===== config.mk =====
export PLATFORM = sky130hd
export DESIGN_NAME = single_wire_sensor_reader_unit_flat
export DESIGN_NICKNAME = d
export VERILOG_FILES = /design/src/rtl/core/swsr_pkg.sv /design/src/rtl/core/swsr_if.sv /design/src/rtl/core/swsr_cfg_regs.sv /design/src/rtl/core/swsr_core.sv /design/src/rtl/core/single_wire_sensor_reader_unit.sv /design/src/flat_wrapper.sv
export VERILOG_INCLUDE_DIRS = /design/src /design/src/rtl/core
export SDC_FILE = /design/constraint.sdc
export NUM_CORES = 1
export LEC_CHECK = 0
export ABC_AREA = 0
export BUFFER_PORTS_ARGS = -buffer_cell sky130_fd_sc_hd__buf_2
export CAP_MARGIN = 20
export CORE_MARGIN = 5
export CORE_UTILIZATION = 45
export DETAILED_ROUTE_END_ITERATION = 7
export GPL_TIMING_DRIVEN = 1
export SYNTH_ARGS = -nofsm -noshare
export SYNTH_HDL_FRONTEND = slang
export SYNTH_SLANG_ARGS = --single-unit

===== constraint.sdc =====
create_clock -name clk -period 3.85 [get_ports clk]
set_input_delay 0.1925 -clock clk [delete_from_list [all_inputs] [get_ports clk]]
set_output_delay 0.1925 -clock clk [all_outputs]
set_load 0.01 [all_outputs]

===== src/rtl/core/single_wire_sensor_reader_unit_assert.svh =====
// assertion macros for the single-wire sensor reader
// expects clk and rst in the scope of each use
`ifndef SINGLE_WIRE_SENSOR_READER_UNIT_ASSERT_SVH
`define SINGLE_WIRE_SENSOR_READER_UNIT_ASSERT_SVH
`ifndef SYNTH
`define SWSR_ASSERT(name, prop, msg) \
  name: assert property (@(posedge clk) disable iff (rst) (prop)) else $error(msg);
`define SWSR_ASSERT_NEXT(name, ante, cons, msg) \
  name: assert property (@(posedge clk) disable iff (rst) (ante) |=> (cons)) \
    else $error(msg);
`else
`define SWSR_ASSERT(name, prop, msg)
`define SWSR_ASSERT_NEXT(name, ante, cons, msg)
`endif
`endif


===== src/rtl/core/swsr_pkg.sv =====
// shared types and constants of the single-wire sensor reader
// no dependencies
package swsr_pkg;

  localparam int BITS_PER_BYTE = 8;
  localparam int CFG_DATA_W    = 16;
  localparam int CFG_INDEX_W   = 2;

  localparam logic [CFG_INDEX_W-1:0] CFG_REQUEST_TICKS = 2'd0;
  localparam logic [CFG_INDEX_W-1:0] CFG_SAMPLE_TICKS  = 2'd1;
  localparam logic [CFG_INDEX_W-1:0] CFG_FRAME_BYTES   = 2'd2;

  localparam logic [15:0] REQUEST_TICKS_RST = 16'd18420;
  localparam logic [15:0] SAMPLE_TICKS_RST  = 16'd15;
  localparam logic [3:0]  FRAME_BYTES_RST   = 4'd5;
  localparam logic [3:0]  FRAME_BYTES_MAX   = 4'd8;

  typedef struct packed {
    logic [15:0] request_ticks;
    logic [15:0] sample_ticks;
    logic [3:0]  frame_bytes;
  } cfg_t;

  typedef struct packed {
    logic       drive_low;
    logic       byte_valid;
    logic [7:0] data_byte;
    logic       last_byte;
    logic       busy_res;
  } res_t;

endpackage


===== src/rtl/core/swsr_if.sv =====
// valid/ready channels of the single-wire sensor reader
// no dependencies
interface swsr_tick_if;
  logic valid;
  logic ready;
  logic line_level;
  logic start_req;

  modport source (output valid, output line_level, output start_req, input ready);
  modport sink (input valid, input line_level, input start_req, output ready);
endinterface

interface swsr_result_if;
  logic       valid;
  logic       ready;
  logic       drive_low;
  logic       byte_valid;
  logic [7:0] data_byte;
  logic       last_byte;
  logic       busy_res;

  modport source (output valid, output drive_low, output byte_valid, output data_byte,
                  output last_byte, output busy_res, input ready);
  modport sink (input valid, input drive_low, input byte_valid, input data_byte,
                input last_byte, input busy_res, output ready);
endinterface


===== src/rtl/core/swsr_cfg_regs.sv =====
// configuration registers of the single-wire sensor reader
// depends on swsr_pkg
module swsr_cfg_regs (
  input  logic                                clk,
  input  logic                                rst,
  input  logic                                wr_en,
  input  logic [swsr_pkg::CFG_INDEX_W-1:0]    index,
  input  logic [swsr_pkg::CFG_DATA_W-1:0]     data,
  output swsr_pkg::cfg_t                      cfg
);

  always_ff @(posedge clk) begin
    if (rst) begin
      cfg.request_ticks <= swsr_pkg::REQUEST_TICKS_RST;
      cfg.sample_ticks  <= swsr_pkg::SAMPLE_TICKS_RST;
      cfg.frame_bytes   <= swsr_pkg::FRAME_BYTES_RST;
    end else if (wr_en) begin
      unique case (index)
        swsr_pkg::CFG_REQUEST_TICKS: cfg.request_ticks <= data;
        swsr_pkg::CFG_SAMPLE_TICKS:  cfg.sample_ticks  <= data;
        swsr_pkg::CFG_FRAME_BYTES:   cfg.frame_bytes   <= data[3:0];
        default: begin
        end
      endcase
    end
  end

endmodule


===== src/rtl/core/swsr_core.sv =====
// transaction sequencer: one timer tick per step, one result per tick
// depends on swsr_pkg and single_wire_sensor_reader_unit_assert.svh
`include "single_wire_sensor_reader_unit_assert.svh"

module swsr_core (
  input  logic           clk,
  input  logic           rst,
  input  logic           step_en,
  input  logic           line_level,
  input  logic           start_req,
  input  swsr_pkg::cfg_t cfg,
  output swsr_pkg::res_t res
);

  typedef enum logic [2:0] {
    PH_IDLE, PH_REQ, PH_ACK_LOW, PH_ACK_HIGH, PH_ACK_END, PH_BIT_HIGH, PH_BIT_DELAY,
    PH_BIT_LOW
  } phase_t;

  phase_t      phase, phase_next;
  logic [15:0] tick_count, tick_count_next, tick_inc;
  logic [2:0]  bit_index, bit_index_next;
  logic [7:0]  shift_byte, shift_byte_next, shifted;
  logic [2:0]  byte_index, byte_index_next;
  logic [15:0] req_lim, smp_lim;
  logic [3:0]  frame_len;

  assign req_lim  = (cfg.request_ticks == 16'd0) ? 16'd1 : cfg.request_ticks;
  assign smp_lim  = (cfg.sample_ticks == 16'd0) ? 16'd1 : cfg.sample_ticks;
  assign tick_inc = tick_count + 16'd1;
  assign shifted  = {shift_byte[6:0], line_level};

  always_comb begin
    if (cfg.frame_bytes == 4'd0) begin
      frame_len = 4'd1;
    end else if (cfg.frame_bytes > swsr_pkg::FRAME_BYTES_MAX) begin
      frame_len = swsr_pkg::FRAME_BYTES_MAX;
    end else begin
      frame_len = cfg.frame_bytes;
    end
  end

  always_comb begin
    phase_next      = phase;
    tick_count_next = tick_count;
    bit_index_next  = bit_index;
    shift_byte_next = shift_byte;
    byte_index_next = byte_index;
    res             = '0;
    res.busy_res    = (phase != PH_IDLE);
    unique case (phase)
      PH_IDLE: begin
        if (start_req) begin
          res.busy_res    = 1'b1;
          res.drive_low   = 1'b1;
          tick_count_next = 16'd1;
          bit_index_next  = '0;
          byte_index_next = '0;
          shift_byte_next = '0;
          phase_next      = (req_lim == 16'd1) ? PH_ACK_LOW : PH_REQ;
        end
      end
      PH_REQ: begin
        res.drive_low   = 1'b1;
        tick_count_next = tick_inc;
        if (tick_inc >= req_lim) phase_next = PH_ACK_LOW;
      end
      PH_ACK_LOW: begin
        if (!line_level) phase_next = PH_ACK_HIGH;
      end
      PH_ACK_HIGH: begin
        if (line_level) phase_next = PH_ACK_END;
      end
      PH_ACK_END: begin
        if (!line_level) phase_next = PH_BIT_HIGH;
      end
      PH_BIT_HIGH: begin
        if (line_level) begin
          tick_count_next = '0;
          phase_next      = PH_BIT_DELAY;
        end
      end
      PH_BIT_DELAY: begin
        tick_count_next = tick_inc;
        if (tick_inc >= smp_lim) begin
          shift_byte_next = shifted;
          bit_index_next  = bit_index + 3'd1;
          phase_next      = PH_BIT_LOW;
          if (bit_index == 3'(swsr_pkg::BITS_PER_BYTE - 1)) begin
            res.byte_valid = 1'b1;
            res.data_byte  = shifted;
            if ({1'b0, byte_index} + 4'd1 >= frame_len) begin
              res.last_byte   = 1'b1;
              byte_index_next = '0;
              phase_next      = PH_IDLE;
            end else begin
              byte_index_next = byte_index + 3'd1;
            end
          end
        end
      end
      PH_BIT_LOW: begin
        if (!line_level) phase_next = PH_BIT_HIGH;
      end
    endcase
  end

  always_ff @(posedge clk) begin
    if (rst) begin
      phase      <= PH_IDLE;
      tick_count <= '0;
      bit_index  <= '0;
      shift_byte <= '0;
      byte_index <= '0;
    end else if (step_en) begin
      phase      <= phase_next;
      tick_count <= tick_count_next;
      bit_index  <= bit_index_next;
      shift_byte <= shift_byte_next;
      byte_index <= byte_index_next;
    end
  end

  `SWSR_ASSERT(a_byte_while_busy, res.byte_valid |-> res.busy_res, "byte outside transaction")
  `SWSR_ASSERT(a_last_is_byte, res.last_byte |-> res.byte_valid, "last flag without byte")
  `SWSR_ASSERT_NEXT(a_last_to_idle, step_en && res.last_byte, phase == PH_IDLE, "no idle after frame")
  `SWSR_ASSERT_NEXT(a_hold_on_stall, !step_en, $stable(phase) && $stable(shift_byte), "state moved without step")

endmodule


===== src/rtl/core/single_wire_sensor_reader_unit.sv =====
// top level of the single-wire sensor reader
// depends on swsr_pkg, swsr_if, swsr_cfg_regs and swsr_core
//
// tick channel: one transfer per timer tick, carrying the sampled data-line
// level and a start flag. result channel: exactly one transfer per tick,
// carrying the line drive, an optional received byte with its last flag and
// the busy flag.
// configuration: cfg_wr_en, cfg_index and cfg_data write request_ticks (0),
// sample_ticks (1) and frame_bytes (2); other indexes are ignored.
// write only while no tick is in flight.
// path: a transferred tick is registered in the input register; its result
// is registered in the output register once that register is free, and is
// offered on the result channel from there.
// throughput: one tick per cycle while the receiver takes results; the
// sequencer state updates from the input register.
// reset: sequencer idle, both registers empty, configuration back to
// 18420, 15 and 5.
// receiver stall: the output register holds its result and the input
// register holds one further tick; tick.ready falls once both are full.
module single_wire_sensor_reader_unit (
  input  logic                              clk,
  input  logic                              rst,
  swsr_tick_if.sink                         tick,
  swsr_result_if.source                     result,
  input  logic                              cfg_wr_en,
  input  logic [swsr_pkg::CFG_INDEX_W-1:0]  cfg_index,
  input  logic [swsr_pkg::CFG_DATA_W-1:0]   cfg_data
);

  swsr_pkg::cfg_t cfg;
  swsr_pkg::res_t res;
  swsr_pkg::res_t res_q;
  logic           in_valid;
  logic           line_q;
  logic           start_q;
  logic           out_valid;
  logic           advance;

  swsr_cfg_regs u_cfg (
    .clk   (clk),
    .rst   (rst),
    .wr_en (cfg_wr_en),
    .index (cfg_index),
    .data  (cfg_data),
    .cfg   (cfg)
  );

  swsr_core u_core (
    .clk        (clk),
    .rst        (rst),
    .step_en    (advance),
    .line_level (line_q),
    .start_req  (start_q),
    .cfg        (cfg),
    .res        (res)
  );

  assign advance    = in_valid && (!out_valid || result.ready);
  assign tick.ready = !in_valid || advance;

  always_ff @(posedge clk) begin
    if (rst) begin
      in_valid  <= 1'b0;
      out_valid <= 1'b0;
    end else begin
      if (tick.ready) in_valid <= tick.valid;
      if (advance) begin
        out_valid <= 1'b1;
      end else if (result.ready) begin
        out_valid <= 1'b0;
      end
    end
  end

  always_ff @(posedge clk) begin
    if (tick.valid && tick.ready) begin
      line_q  <= tick.line_level;
      start_q <= tick.start_req;
    end
    if (advance) res_q <= res;
  end

  assign result.valid      = out_valid;
  assign result.drive_low  = res_q.drive_low;
  assign result.byte_valid = res_q.byte_valid;
  assign result.data_byte  = res_q.data_byte;
  assign result.last_byte  = res_q.last_byte;
  assign result.busy_res   = res_q.busy_res;

endmodule


===== src/flat_wrapper.sv =====
// flat-port wrapper written by rule: the top's interface ports become plain ports
module single_wire_sensor_reader_unit_flat 
  (clk, rst, cfg_wr_en, cfg_index, cfg_data, tick_valid, tick_line_level, tick_start_req, tick_ready, result_valid, result_drive_low, result_byte_valid, result_data_byte, result_last_byte, result_busy_res, result_ready);
  swsr_tick_if tick_i ();
  swsr_result_if result_i ();
  input  logic clk;
  input  logic rst;
  input  logic cfg_wr_en;
  input  logic [swsr_pkg::CFG_INDEX_W-1:0] cfg_index;
  input  logic [swsr_pkg::CFG_DATA_W-1:0] cfg_data;
  input wire logic [$bits(tick_i.valid)-1:0] tick_valid;
  input wire logic [$bits(tick_i.line_level)-1:0] tick_line_level;
  input wire logic [$bits(tick_i.start_req)-1:0] tick_start_req;
  output wire logic [$bits(tick_i.ready)-1:0] tick_ready;
  output wire logic [$bits(result_i.valid)-1:0] result_valid;
  output wire logic [$bits(result_i.drive_low)-1:0] result_drive_low;
  output wire logic [$bits(result_i.byte_valid)-1:0] result_byte_valid;
  output wire logic [$bits(result_i.data_byte)-1:0] result_data_byte;
  output wire logic [$bits(result_i.last_byte)-1:0] result_last_byte;
  output wire logic [$bits(result_i.busy_res)-1:0] result_busy_res;
  input wire logic [$bits(result_i.ready)-1:0] result_ready;
  assign tick_i.valid = tick_valid;
  assign tick_i.line_level = tick_line_level;
  assign tick_i.start_req = tick_start_req;
  assign tick_ready = tick_i.ready;
  assign result_valid = result_i.valid;
  assign result_drive_low = result_i.drive_low;
  assign result_byte_valid = result_i.byte_valid;
  assign result_data_byte = result_i.data_byte;
  assign result_last_byte = result_i.last_byte;
  assign result_busy_res = result_i.busy_res;
  assign result_i.ready = result_ready;
  single_wire_sensor_reader_unit u_core (.clk(clk), .rst(rst), .tick(tick_i), .result(result_i), .cfg_wr_en(cfg_wr_en), .cfg_index(cfg_index), .cfg_data(cfg_data));
endmodule

# --- Word level (Yosys, flattened, before mapping) ---
# Cells that the tools add are included.
classes:
  addsub: 4
  magnitude_cmp: 4
  eq_ne: 19
  mux: 36
  reduce_logical: 26
op_table:
  columns: ["cell", "n"]
  rows:
  - ["16-bit 2-to-1 mux", 4]
  - ["16-bit one-hot mux with 3 select lines", 1]
  - ["3-bit 2-to-1 mux", 14]
  - ["16-bit greater-or-equal comparator", 2]
  - ["16-bit zero test", 2]
  - ["3-bit one-hot mux with 7 select lines", 1]
  - ["16-bit by 1-bit adder with 16-bit output, second input constant", 1]
  - ["16-bit by 1-bit equality test with 1-bit output, second input constant", 1]
  - ["3-bit equality test, second input constant", 5]
  - ["7-bit 2-to-1 mux", 2]
  - ["7-bit one-hot mux with 2 select lines", 1]
  - ["3-bit one-hot mux with 2 select lines", 2]
  - ["10-bit 2-to-1 mux", 1]
  - ["2-bit != test, second input constant", 5]
  - ["4-bit 2-to-1 mux", 2]
  - ["2-bit AND reduction", 4]
  - ["4-bit AND reduction", 2]
  - ["8-bit AND reduction", 1]
  - ["3-bit by 1-bit adder with 3-bit output, second input constant", 2]
  - ["3-bit by 2-bit equality test with 1-bit output, second input constant", 2]
  - ["1-bit 2-to-1 mux", 6]
  - ["2-bit by 1-bit != test with 1-bit output, second input constant", 3]
  - ["3-bit nonzero test", 2]
  - ["5-bit AND reduction", 1]
  - ["17 further kinds", 22]
word_totals:
  reg_bits: 84
  input_bits: 25
  output_inout_bits: 14
  word_cells: 106

# --- Longest topological paths before layout ---
# Gate-level depths: netlist of the first run.
logic_depth:
  word_depth: 8
  ltp_mapped: 14
  mapped_depth_nobuf: 13

# --- Cells and area by module ---
# A second synthesis of the first run with hierarchy kept.
hier_totals:
  cells_unflattened: 569
  area_unflattened_um2: 5009.8
modules_own_cells:
  columns: ["module", "instances", "cells_each", "area_per_inst_um2"]
  rows:
  - ["swsr_core", 1, 395, 2975.4]
  - ["swsr_cfg_regs", 1, 150, 1510.2]
  - ["single_wire_sensor_reader_unit", 1, 24, 524.3]

# --- Worst setup path after synthesis of the first run ---
# Ideal clock, no wire load.
synth_timing:
  path_type: "register to register"
  from: "reg u_core.u_core.tick_count[0]"
  to: "reg u_core.u_core.bit_index[0]"
  setup_time_ps: 72
  t_arrival_ps: 3350
  required_time_ps: 3778
  slack_ps: 429
  path_stages_with_launch: 15
  path_buffers: 1
  path_cell_list: "dfxtp_1 -> ha_1 -> nand4_1 -> nor3_1 -> nand2_1 -> nor2_1 -> xnor2_1 -> ha_1 -> nand4_1 -> or4_1 -> a221o_1 -> o2111a_2 -> nor3_2 -> buf_6 -> mux2i_1"
synth_via:
  elab_chain_len: 4
synth_lines:
  columns: ["element", "line", "source"]
  rows:
  - ["from (decl)", "swsr_core.sv:21", "logic [15:0] tick_count, tick_count_next, tick_inc;"]
  - ["from (signal assigned)", "swsr_core.sv:117", "tick_count <= tick_count_next;"]
  - ["16-bit by 1-bit adder with 16-bit output", "swsr_core.sv:30", "assign tick_inc = tick_count + 16'd1;"]
  - ["16-bit greater-or-equal comparator", "swsr_core.sv:85", "if (tick_inc >= smp_lim) begin"]
  - ["2-bit != test (no line)", null, null]
  - ["4-bit AND reduction (no line)", null, null]
  - ["to (signal assigned)", "swsr_core.sv:118", "bit_index <= bit_index_next;"]
  - ["to (decl)", "swsr_core.sv:22", "logic [2:0] bit_index, bit_index_next;"]
# No other way between the ends.
# A chain may end at the register's enable or synchronous reset.

# --- Worst setup path after layout of the first run ---
layout_timing:
  from: "reg u_core.u_core.tick_count[0]"
  to: "reg u_core.u_core.shift_byte[1]"
layout_via:
  elab_chain_len: 4
layout_lines:
  columns: ["element", "line", "source"]
  rows:
  - ["16-bit by 1-bit adder with 16-bit output", "swsr_core.sv:30", null]
  - ["16-bit greater-or-equal comparator", "swsr_core.sv:85", null]
  - ["2-bit != test (no line)", null, null]
  - ["4-bit AND reduction (no line)", null, null]
  - ["to (signal assigned)", "swsr_core.sv:119", "shift_byte <= shift_byte_next;"]
  - ["to (decl)", "swsr_core.sv:23", "logic [7:0] shift_byte, shift_byte_next, shifted;"]
# No other way between the ends.

==> Flow_metrics.wiki, run 1 <==
{| class="wikitable"
! Metric !! Value
|-
| Status || finished clean
|-
| Via count of the first global-routing pass || 3,759
|-
| Highest ir drop seen on vdd || around 0.00024 V
|-
| Avg Vias per Cell || 5.38
|-
| Total count of max-transition violations in the final report || 0
|-
| Global routing usage summed across all routing layers || between 10% and 20%
|-
| Fraction of layout cells with a size suffix above 1 || roughly an eighth
|-
| Category of the worst setup path capture point || flip-flop
|-
| Hold Crit Start || tick_valid
|-
| Total power || around 1.7 mW
|-
| Clk Latency, worst-skew pair || between 0.3 and 0.4 ns
|-
| Power per cell area || ~340 nW/um^2
|-
| LEAKAGE || roughly 2.1 nW
|-
| Worst min-delay path category || input pin to flip-flop
|-
| Die extent in x || ~110 um
|-
| Reg2reg setup slack || roughly 0.25 ns
|-
| Instance area at placement || 4900 sq um
|-
| Number of buffers added by the clock tree synthesis step || 9
|-
| Clock group share of total power || between 30% and 40%
|-
| Inserted Diodes || 0
|-
| Total core area || approximately 9900 sq um
|-
| Antenna violations before repair || 0
|-
| Critical path peak fanout || 10
|-
| Worst setup path category || flip-flop to flip-flop
|-
| Setup TNS || 0 ns
|-
| Critical Path Source Type || flip-flop
|-
| Max_slew headroom || just under 30%
|-
| Number of placement rows || 36
|-
| Mapped Nets || 618
|-
| Estimated wirelength of the detail-placed design || around 8.1 mm
|-
| Slew at the pin closest to its max-slew limit || roughly 1.0 ns
|-
| Number of max-cap violations || 0
|-
| DR pass1 iterations || 4
|-
| Portion of total power attributed to sequential cells || 54.4%
|-
| GRT overflow || 0
|-
| Clock transition at the registers of the reported paths || around 0.09 ns
|-
| Number of port buffers || 38
|-
| Synthesis-stage register bit count || between 80 and 90
|-
| Post-layout nets || 650
|-
| FFs w/ async S/R, synth || 0%
|-
| Endpoint of the worst hold-timing path || u_core.in_valid$_SDFFE_PP0N_
|-
| Number of cells traversed by the worst register-to-register path || 13
|-
| Number of remaining DRC errors || 0
|-
| Via Count || approximately 4,000
|-
| CTS Root Buffer Type || clkbuf_8
|-
| Number of enable flip-flop cells after synthesis || 14
|-
| Die Span Y || between 100 and 150 um
|-
| Post-route standard cell area excluding fillers || roughly 5100 sq um
|-
| Cell internal pwr || around 1.3 mW
|-
| Aggregate routed wire length || between 10 and 15 mm
|-
| Most area-consuming cells after synthesis || dfxtp_1 (31%), ha_1 (11%), edfxtp_1 (9.2%), nand2_1 (8.3%), a21oi_1 (5.7%)
|-
| Number of synthesis warnings || 0
|-
| RePlAce Congestion || around 0.84
|-
| Clk sinks || 84
|-
| Starting density of the core || 46.6%
|-
| Level count of the clock H-tree || 3
|-
| Setup slack after layout || between 0.2 and 0.3 ns
|-
| Placement-stage worst setup slack || 0.152 ns
|-
| Mapped cell area || between 4000 and 5000 sq um
|-
| Ratio of final minimum period to clock period || 93.5%
|-
| Unrepaired setup endpoints after global routing || false
|-
| Hold violation count in the final report || 0
|-
| TritonCTS clock tree || yes
|-
| Cells after synthesis || around 550
|-
| Final Skew || 0.0108 ns
|-
| WHS Path Cells || 3
|-
| Filler cell count || around 950
|-
| Area share of the largest cell type after synthesis || 30.5%
|-
| WP data arrival || about 3.9 ns
|-
| Global-route wire length before repair || 18.0 mm
|-
| Switch Pwr || between 0.4 and 0.5 mW
|-
| Count of pins on the block boundary || 39
|-
| Most common flop cell mapped by yosys || dfxtp_1
|-
| Area added between synthesis and finish || 11.8%
|-
| Synthesized area divided by synthesized cell count || approximately 8.3 sq um
|-
| Post-Route Utilization || about 52%
|-
| Largest net degree at the start of global routing || 46
|-
| Number of distinct library cell variants in the gate-level netlist after synthesis || 54
|-
| Maximum clock rate || around 0.28 GHz
|-
| Setup repair bufs after CTS || 0
|-
| Switching power as a share of total power || between 20% and 30%
|-
| Number of failing setup endpoints in the final timing report || 0
|-
| Worst-case clock buffer depth || 2
|-
| Portion of total power attributed to combinational logic || around 8.6%
|-
| First-iteration detailed-routing DRC count || between 100 and 150
|-
| FF-to-FF Start || u_core.u_core.tick_count[0]$_SDFFE_PP0P_
|-
| Area of the die || between 10,000 and 15,000 sq um
|-
| Reg-to-reg endpoint || u_core.u_core.shift_byte[1]$_SDFFE_PP0P_
|-
| Minimum clock period after layout || 3.60 ns
|-
| Data required time at the worst endpoint || 4.13 ns
|-
| Antenna-violating nets left || 0
|-
| Average wire length per cell after detail routing || ~15 um
|-
| Dominant cell type by area after synthesis || dfxtp_1
|-
| Register area share after synthesis || about two fifths
|}
==> Yosys cell counts (2+ instances only) <==
library cell,number
nand2_1,101
dfxtp_1,70
a21oi_1,52
inv_1,41
ha_1,40
nor2_1,38
clkbuf_1,20
o21ai_0,20
mux2i_1,17
edfxtp_1,14
o211ai_1,14
and2_1,10
nand3_1,10
nand4_1,8
nor3_1,8
xor2_1,8
xnor2_1,7
nor4_1,6
a22oi_1,5
and3_1,5
nand2b_1,4
nand3b_1,4
o21ai_1,4
buf_1,3
nor2b_1,3
o31ai_1,3
or2_2,3
or3_1,3
a2111oi_0,2
and4_1,2
o2111ai_1,2
o21bai_1,2
or2_1,2
or4_1,2
==> cell type report <==
cell class	count	area [sq um]	share of cell area, %
Clock buffer	9	124	2.41
Clock inverter	7	75.1	1.46
Inverter	42	158	3.07
Multi-Input combinational cell	402	2530	49.3
Sequential cell	84	1820	35.5
Tap cell	133	166	3.24
Timing Repair Buffer	46	259	5.04
==> cells in the final DEF (no fill, tap or decap), types with 4 or more instances in the layout <==
| master | synthesis | routed |
|---|---|---|
| buf_4 | 0 | 5 |
| and2_1 | 10 | 10 |
| nand3_1 | 10 | 10 |
| o211ai_1 | 14 | 14 |
| nand4_1 | 8 | 8 |
| a21oi_1 | 52 | 52 |
| nor4_1 | 6 | 6 |
| a22oi_1 | 5 | 5 |
| nand2b_1 | 4 | 4 |
| edfxtp_1 | 14 | 14 |
| o21ai_1 | 4 | 4 |
| nand3b_1 | 4 | 4 |
| dfxtp_1 | 70 | 69 |
| o21ai_0 | 20 | 20 |
| nor3_1 | 8 | 8 |
| nor2_1 | 38 | 38 |
| clkbuf_8 | 0 | 9 |
| nand2_1 | 101 | 101 |
| xnor2_1 | 7 | 6 |
| ha_1 | 40 | 39 |
| xor2_1 | 8 | 8 |
| mux2i_1 | 17 | 17 |
| inv_1 | 41 | 41 |
| buf_2 | 1 | 38 |
==> logic make-up (layout without fill, tap and decap cells) <==
family                   count (synthesis)  count (layout)  share of synthesized area [%]
AO/OA/AOI/OAI                          115             115                           15.3
adder cells (fa/ha/maj)                 40              40                           10.9
multiplexers                            18              18                           3.95
AND/OR/NAND/NOR                        214             214                           21.7
flip-flops                              84              84                           39.7
buffers and inverters                   67             104                           5.66
XOR/XNOR                                15              15                           2.86
==> what timing repair did <==
action | CTS | global route
hold buffers | 2 | 0
hold endpoints to repair | 2 | 0
endpoints found under the setup margin | 0 | 20
gates resized for setup | 0 | 5
==> worst max path at each step <==
stage | start | endpoint | slack (ns) | cells after the start
2_1_floorplan | u_core.u_core.tick_count[0]$_SDFFE_PP0P_ | u_core.u_core.bit_index[0]$_SDFFE_PP0P_ | 0.43 | 14
3_3_place_gp | u_core.u_core.tick_count[0]$_SDFFE_PP0P_ | u_core.result.data_byte[7]$_SDFFCE_PN0P_ | 0.25 | 12
3_5_place_dp | u_core.u_core.tick_count[0]$_SDFFE_PP0P_ | u_core.result.data_byte[5]$_SDFFCE_PN0P_ | 0.15 | 12
4_1_cts | u_core.u_core.tick_count[0]$_SDFFE_PP0P_ | u_core.result.data_byte[5]$_SDFFCE_PN0P_ | 0.14 | 12
5_1_grt | u_core.u_core.tick_count[0]$_SDFFE_PP0P_ | u_core.u_core.shift_byte[1]$_SDFFE_PP0P_ | 0.05 | 13
6_report | u_core.u_core.tick_count[0]$_SDFFE_PP0P_ | u_core.u_core.shift_byte[1]$_SDFFE_PP0P_ | 0.25 | 13
==> stage by stage <==
| stage | hold WS, ns | cells |
|---|---|---|
| after floorplan | 0.291 | 553 |
| after global placement | 0.369 | 704 |
| after detailed placement | 0.371 | 705 |
| after CTS | 0.0349 | 723 |
| after global routing | 0.0591 | 723 |
| final | 0.0467 | 723 |
==> worst max-delay path: stages (launching register included) <==
cell,delay (ns)
dfxtp_2,0.39
and2_1,0.20
and4_1,0.27
and3_2,0.25
nand3_1,0.12
xnor2_1,0.18
ha_1,0.31
nand4_1,0.17
or4_1,0.56
a221o_1,0.29
o2111a_2,0.19
nor3_2,0.15
buf_4,0.23
mux2i_1,0.22
==> metal layers <==
metal  GRT usage [%]  vias to the layer above  wire (um)
li1                -                     1993          -
met1            24.1                     1803       5270
met2            27.8                       77       4770
met3            4.26                       14        481
met4            5.84                        0        192
met5               0                        -          0
==> sequential cells by signal, indices dropped and copies added, names as in the netlist, 3 cells and up <==
signal / flops
u_core.u_core.tick_count: 16
u_core.result.data_byte: 8
u_core.u_core.byte_index: 3
u_core.u_core.phase: 3
u_core.u_core.shift_byte: 7
u_core.u_core.bit_index: 3
u_core.u_cfg.cfg: 36
==> power by group through the flow <==
stage               Combinational (mW)  Clock, mW  Sequential, mW
floorplan                       0.0923          0           0.953
global placement                 0.143          0           0.956
detailed placement               0.145          0           0.957
CTS                              0.148      0.651           0.937
global route                     0.167      0.690           0.940
finish                           0.148      0.638           0.937
(Power assumes the default switching activity.)
==> run 2, diff against run 1 <==
Settings changed: MAX_ROUTING_LAYER set to met4.
==> run 2 against run 1 <==
Against the previous run:
- fmax up 0.79%
- design area up 0.24%
- worst hold slack better by 0.0091 ns
- clock power up 3%
- sequential share of layout area down 0.086 points
- largest cell class unchanged
- final cell count up 0.14%
- combinational power about the same
- sequential cell count unchanged
- highest routed layer unchanged
- sequential power about the same
- setup slack better by 0.028 ns
- first-iteration DRC count up 18%
- total power up 1.1%
==> Flow_metrics.wiki, run 2 (synthesis gave the netlist of run 1 again) <==
{| class="wikitable"
! Metric !! Value
|-
| Total power || 1.74 mW
|-
| Number of port buffers || 38
|-
| Number of placement rows || 36
|-
| Total core area || between 9000 and 10,000 sq um
|-
| Reg-to-reg endpoint || u_core.u_core.shift_byte[2]$_SDFFE_PP0P_
|-
| WP data arrival || 3.85 ns
|-
| Starting density of the core || a little under half
|-
| Number of buffers added by the clock tree synthesis step || 9
|-
| Top library cells by usage in the layout, fill and taps aside || nand2_1 (101), dfxtp_1 (69), a21oi_1 (52)
|-
| Number of failing setup endpoints in the final timing report || 0
|-
| Startpoint of the most critical setup path || u_core.u_core.tick_count[0]$_SDFFE_PP0P_
|-
| Number of remaining DRC errors || 0
|-
| Post-layout nets || around 650
|-
| Count of non-filler cells in the finished layout || slightly above 700
|-
| Level count of the clock H-tree || 3
|-
| WP buf/inv || 1
|-
| Instance area at placement || 4900 sq um
|-
| Worst hold margin || around 0.056 ns
|-
| Area taken by multi-input logic gates || 2520 sq um
|-
| LEAKAGE || ~2.1 nW
|-
| Power per cell area || 338 nW/um^2
|-
| Logic depth of the worst path, buffers included || 13
|-
| Category of the worst setup path capture point || flip-flop
|-
| Max_slew headroom || a little under a third
|-
| Worst-case clock buffer depth || 2
|-
| Global-route wire length before repair || 17.9 mm
|-
| Estimated wirelength of the detail-placed design || 7.95 mm
|-
| Most common library cell in the layout ignoring fill and taps || nand2_1
|-
| Post-Route Utilization || a little over half
|-
| Slew at the pin closest to its max-slew limit || between 1 and 1.5 ns
|-
| Max incr delay on CP || about 0.55 ns
|-
| Clk Latency, worst-skew pair || between 0.3 and 0.4 ns
|-
| Clock transition at the registers of the reported paths || approximately 0.090 ns
|-
| Cell Count Post-Placement || between 700 and 800
|-
| Largest net degree at the start of global routing || 46
|-
| Unrepaired setup endpoints after global routing || false
|-
| Series of cell instances along the critical path || and2_1 -> and4_1 -> and3_2 -> nand3_1 -> xnor2_1 -> ha_1 -> nand4_1 -> or4_1 -> a221o_1 -> o2111a_2 -> nor3_2 -> buf_4 -> mux2i_1
|-
| Cell family with most CP delay || simple AND/OR/NAND/NOR gates
|-
| Antenna violations before repair || 0
|-
| Critical Path Source Type || flip-flop
|-
| FF-to-FF Start || u_core.u_core.tick_count[0]$_SDFFE_PP0P_
|-
| DR pass1 iterations || 6
|-
| Highest ir drop seen on vdd || around 0.00019 V
|-
| Placement-stage worst setup slack || ~0.19 ns
|-
| Post-route standard cell area excluding fillers || between 5000 and 6000 sq um
|-
| GRT overflow || 0
|-
| Status || finished clean
|-
| Via count of the first global-routing pass || between 3,000 and 4,000
|-
| Worst min-delay path category || input pin to flip-flop
|-
| Minimum clock period after layout || 3.57 ns
|-
| Flip-flop count of the largest register, all copies and words added || 36
|-
| Aggregate routed wire length || ~11 mm
|-
| Average wire length per cell after detail routing || 14.7 um
|-
| First-iteration detailed-routing DRC count || about 170
|-
| RePlAce Congestion || between 0.8 and 0.9
|-
| Capturing instance or port of the critical path || u_core.u_core.shift_byte[2]$_SDFFE_PP0P_
|-
| Die extent in x || 111 um
|-
| Global routing usage summed across all routing layers || between 10% and 20%
|-
| Die Span Y || around 110 um
|-
| Filler cell count || 970
|-
| Antenna-violating nets left || 0
|-
| Highest-delay cell along the critical path || or4_1
|-
| Area of the die || 12,300 sq um
|-
| TritonCTS clock tree || yes
|-
| Ratio of final minimum period to clock period || between 90% and 100%
|-
| Worst setup path category || flip-flop to flip-flop
|-
| Fraction of layout cells with a size suffix above 1 || 12.7%
|-
| Register area || ~1800 sq um
|-
| Total count of max-transition violations in the final report || 0
|-
| Maximum clock rate || 0.280 GHz
|-
| Count of pins on the block boundary || 39
|-
| CTS Root Buffer Type || clkbuf_8
|-
| Hold violation count in the final report || 0
|-
| Reg with most FFs || u_core.u_cfg.cfg
|-
| Inserted Diodes || 0
|-
| Setup slack after layout || between 0.2 and 0.3 ns
|-
| Data required time at the worst endpoint || between 4 and 5 ns
|-
| Critical path peak fanout || 10
|-
| Clk sinks || 84
|-
| Reg2reg setup slack || around 0.28 ns
|-
| Number of max-cap violations || 0
|-
| Avg Vias per Cell || ~5.4
|-
| Setup TNS || 0 ns
|-
| Area added between synthesis and finish || 12.0%
|-
| Final Skew || 0.0112 ns
|-
| Via Count || 3,929
|-
| Number of cells traversed by the worst register-to-register path || 13
|}
run 2: area by class of cell:
type	instances	area share [%]
multi-input combinational	402	49.0
tap	133	3.23
inverter	42	3.06
timing repair buffer	47	5.18
clock inverter	7	1.70
sequential	84	35.4
clock buffer	9	2.41
run 2: how the worst min path moves through the flow:
stage,start,to,slack (ns),cells past startpoint
finish,tick_valid,u_core.in_valid$_SDFFE_PP0N_,0.06,3
global route,cfg_data[6],u_core.u_cfg.cfg[10]$_SDFFE_PP0P_,0.06,3
CTS,tick_valid,u_core.in_valid$_SDFFE_PP0N_,0.04,3
detailed placement,tick_line_level,u_core.line_q$_DFFE_PP_,0.37,1
global placement,tick_start_req,u_core.start_q$_DFFE_PP_,0.37,1
floorplan,tick_line_level,u_core.line_q$_DFFE_PP_,0.29,0
run 2: per-layer routing:
metal	track usage, %	vias up	share of wire (%)
met5	-	-	0
met4	4.70	0	1.0
met3	3.60	7	4.7
met2	28.2	95	46
met1	23.9	1844	49
li1	-	1983	-
run 2: where the power goes:
group	switching (mW)	total (mW)	internal, mW
logic	0.0918	0.148	0.0559
registers	0.0195	0.937	0.917
clock network	0.347	0.657	0.310
total	0.459	1.74	1.28
run 2: timing repair:
item                                   CTS  global route
hold buffers                             2             0
setup endpoints to repair                0            20
gates resized for setup                  0             4
endpoints found under the hold margin    2             0
setup buffers                            0             0
run 2: worst min-delay path, cell delays in order:
cell and delay [ns]:
buf_2 0.08, a21oi_1 0.03, nor2_1 0.06
==> run 3, diff against run 2 <==
--- a/config.mk
+++ b/config.mk
@@ -8,11 +8,12 @@
 export LEC_CHECK = 0
 export ABC_AREA = 0
-export BUFFER_PORTS_ARGS = -buffer_cell sky130_fd_sc_hd__buf_2
 export CAP_MARGIN = 20
 export CORE_MARGIN = 5
 export CORE_UTILIZATION = 45
 export DETAILED_ROUTE_END_ITERATION = 7
+export DONT_BUFFER_PORTS = 1
 export GPL_TIMING_DRIVEN = 1
 export MAX_ROUTING_LAYER = met4
+export SKIP_CTS_REPAIR_TIMING = 1
 export SYNTH_ARGS = -nofsm -noshare
 export SYNTH_HDL_FRONTEND = slang
==> constraint.sdc (replaced) <==
create_clock -name clk -period 3.85 [get_ports clk]
set_input_delay 0.385 -clock clk [delete_from_list [all_inputs] [get_ports clk]]
set_output_delay 0.385 -clock clk [all_outputs]
set_load 0.01 [all_outputs]
==> run 3 against run 2 <==
Against the previous run:
- routed wire length fell by 1.5%
- combinational power fell by 25%
- fmax fell by 0.89%
- first-iteration DRC count fell by 6.3%
- count of clock-buffer cells in the layout did not move
- register-to-register slack got worse by 0.03 ns
- global-route usage barely moved
- design area fell by 4.0%
- via count fell by 5.1%
==> Flow_metrics.wiki, run 3 (synthesis gave the netlist of run 1 again) <==
{| class="wikitable"
! Metric !! Value
|-
| Reg-to-reg endpoint || u_core.u_core.shift_byte[2]$_SDFFE_PP0P_
|-
| First-iteration detailed-routing DRC count || 163
|-
| Number of remaining DRC errors || 0
|-
| Portion of total power attributed to sequential cells || between 50% and 60%
|-
| Highest-delay cell along the critical path || or4_1
|-
| Starting density of the core || roughly 47%
|-
| Slew at the pin closest to its max-slew limit || around 1 ns
|-
| Power per cell area || 344 nW/um^2
|-
| Worst-case clock buffer depth || 2
|-
| Global-route wire length before repair || roughly 18 mm
|-
| WP data arrival || ~4 ns
|-
| Largest net degree at the start of global routing || between 40 and 50
|-
| Via Count || roughly 3,700
|-
| CTS Root Buffer Type || clkbuf_8
|-
| Cell internal pwr || about 1.3 mW
|-
| Inserted Diodes || 0
|-
| Data required time at the worst endpoint || roughly 4.1 ns
|-
| Post-layout nets || roughly 610
|-
| Antenna-violating nets left || 0
|-
| Worst min-delay path category || input pin to flip-flop
|-
| Max_slew headroom || between 30% and 40%
|-
| Worst hold margin || about 0.082 ns
|-
| Worst setup path category || flip-flop to flip-flop
|-
| Aggregate routed wire length || about 10 mm
|-
| Switching power as a share of total power || between 20% and 30%
|-
| Flip-flop count of the largest register, all copies and words added || 36
|-
| Area of the die || 12,300 sq um
|-
| Reg with most FFs || u_core.u_cfg.cfg
|-
| FF-to-FF Start || u_core.u_core.tick_count[0]$_SDFFE_PP0P_
|-
| Portion of total power attributed to combinational logic || roughly 6.5%
|-
| Total core area || roughly 9900 sq um
|-
| Reg2reg setup slack || 0.25 ns
|-
| Switch Pwr || ~0.44 mW
|-
| Level count of the clock H-tree || 3
|-
| Clk Latency, worst-skew pair || around 0.36 ns
|-
| Setup TNS || 0 ns
|-
| Die extent in x || around 110 um
|-
| Antenna violations before repair || 0
|-
| Highest ir drop seen on vdd || about 0.00028 V
|-
| Number of placement rows || 36
|-
| Hold Crit Start || rst
|-
| RePlAce Congestion || 0.889
|-
| Max incr delay on CP || around 0.55 ns
|-
| Number of cells traversed by the worst register-to-register path || 13
|-
| Avg Vias per Cell || ~5.4
|-
| Fraction of layout cells with a size suffix above 1 || 7.07%
|-
| Category of the worst setup path capture point || flip-flop
|-
| Series of cell instances along the critical path || and2_1 -> and4_1 -> and3_2 -> nand3_1 -> xnor2_1 -> ha_1 -> nand4_1 -> or4_1 -> a221o_1 -> o2111a_2 -> nor3_2 -> buf_6 -> mux2i_1
|-
| Clock group share of total power || 38.1%
|-
| Clock transition at the registers of the reported paths || about 0.09 ns
|-
| Number of port buffers || 0
|-
| Number of max-cap violations || 0
|-
| Number of buffers added by the clock tree synthesis step || 9
|-
| Average wire length per cell after detail routing || around 15 um
|-
| Count of pins on the block boundary || 39
|-
| DR pass1 iterations || 4
|-
| Status || finished clean
|-
| Global routing usage summed across all routing layers || 18.0%
|-
| Endpoint of the worst hold-timing path || u_core.in_valid$_SDFFE_PP0N_
|-
| Most common library cell in the layout ignoring fill and taps || nand2_1
|-
| Final Skew || roughly 0.0074 ns
|-
| Total power || between 1.5 and 2 mW
|-
| LEAKAGE || ~2.0 nW
|-
| Die Span Y || around 110 um
|-
| Critical path peak fanout || 10
|-
| GRT overflow || 0
|-
| Number of failing setup endpoints in the final timing report || 0
|-
| Area added between synthesis and finish || 7.52%
|-
| Maximum clock rate || about 0.28 GHz
|-
| Post-Route Utilization || roughly half
|-
| Via count of the first global-routing pass || 3,540
|-
| TritonCTS clock tree || yes
|-
| Clk sinks || 84
|-
| WHS Path Cells || 1
|-
| Critical Path Source Type || flip-flop
|-
| Estimated wirelength of the detail-placed design || just under 8 mm
|-
| Minimum clock period after layout || around 3.6 ns
|-
| Hold violation count in the final report || 0
|-
| Ratio of final minimum period to clock period || a little over 90%
|-
| Total count of max-transition violations in the final report || 0
|-
| Top library cells by usage in the layout, fill and taps aside || nand2_1 (101), dfxtp_1 (68), a21oi_1 (52)
|}
run 3: changes by cell type in the layout (fill, tap and decap cells not counted), sizes merged:
cell	before	now
buf	45	8
clkinv	3	2
dlygate4sd3	2	0
inv	43	44
run 3: final cells by class:
type                       count  area [sq um]
fill                         967          4920
multi-input combinational    402          2520
sequential                    84          1820
tap                          133           166
inverter                      42           158
clock buffer                   9           124
clock inverter                 7          75.1
timing repair buffer           8          67.6
run 3: layer usage:
layer	up-vias	wire length [um]	GRT usage [%]
met5	-	0	-
met4	0	88	4.62
li1	1912	-	-
met3	7	386	3.93
met1	1742	5180	24.0
met2	66	4820	27.9
run 3: worst max-delay path by stage:
| stage | startpoint | endpoint | cells after the start |
|---|---|---|---|
| global route | u_core.u_core.tick_count[6]$_SDFFE_PP0P_ | u_core.u_core.shift_byte[2]$_SDFFE_PP0P_ | 13 |
| detailed placement | u_core.u_core.tick_count[0]$_SDFFE_PP0P_ | u_core.result.data_byte[5]$_SDFFCE_PN0P_ | 12 |
| finish | u_core.u_core.tick_count[0]$_SDFFE_PP0P_ | u_core.u_core.shift_byte[2]$_SDFFE_PP0P_ | 13 |
| floorplan | u_core.u_core.tick_count[0]$_SDFFE_PP0P_ | u_core.u_core.bit_index[0]$_SDFFE_PP0P_ | 14 |
| CTS | u_core.u_core.tick_count[0]$_SDFFE_PP0P_ | u_core.result.data_byte[5]$_SDFFCE_PN0P_ | 12 |
| global placement | u_core.u_core.tick_count[0]$_SDFFE_PP0P_ | u_core.result.data_byte[7]$_SDFFCE_PN0P_ | 12 |
run 3: worst max-delay path: cells and delay by family (launching register included):
family	cells	cell delay, ns
adder cells (fa/ha/maj)	1	0.34
XOR/XNOR	1	0.20
multiplexers	1	0.20
AO/OA/AOI/OAI	2	0.48
flip-flops	1	0.38
AND/OR/NAND/NOR	7	1.75
buffers and inverters	1	0.20
run 3: stage by stage:
step	area (sq um)	instances	worst slack, ns
final	4940	685	0.247
after CTS	4930	685	0.102
after floorplan	4590	553	0.429
after detailed placement	4730	669	0.141
after global placement	4720	668	0.275
after global routing	4940	685	-0.0622
run 3: power groups by stage:
stage	Combinational, mW	Clock [mW]	Sequential, mW
finish	0.111	0.648	0.941
global route	0.129	0.700	0.945
CTS	0.112	0.663	0.941
detailed placement	0.111	0	0.962
global placement	0.108	0	0.961
floorplan	0.0923	0	0.953
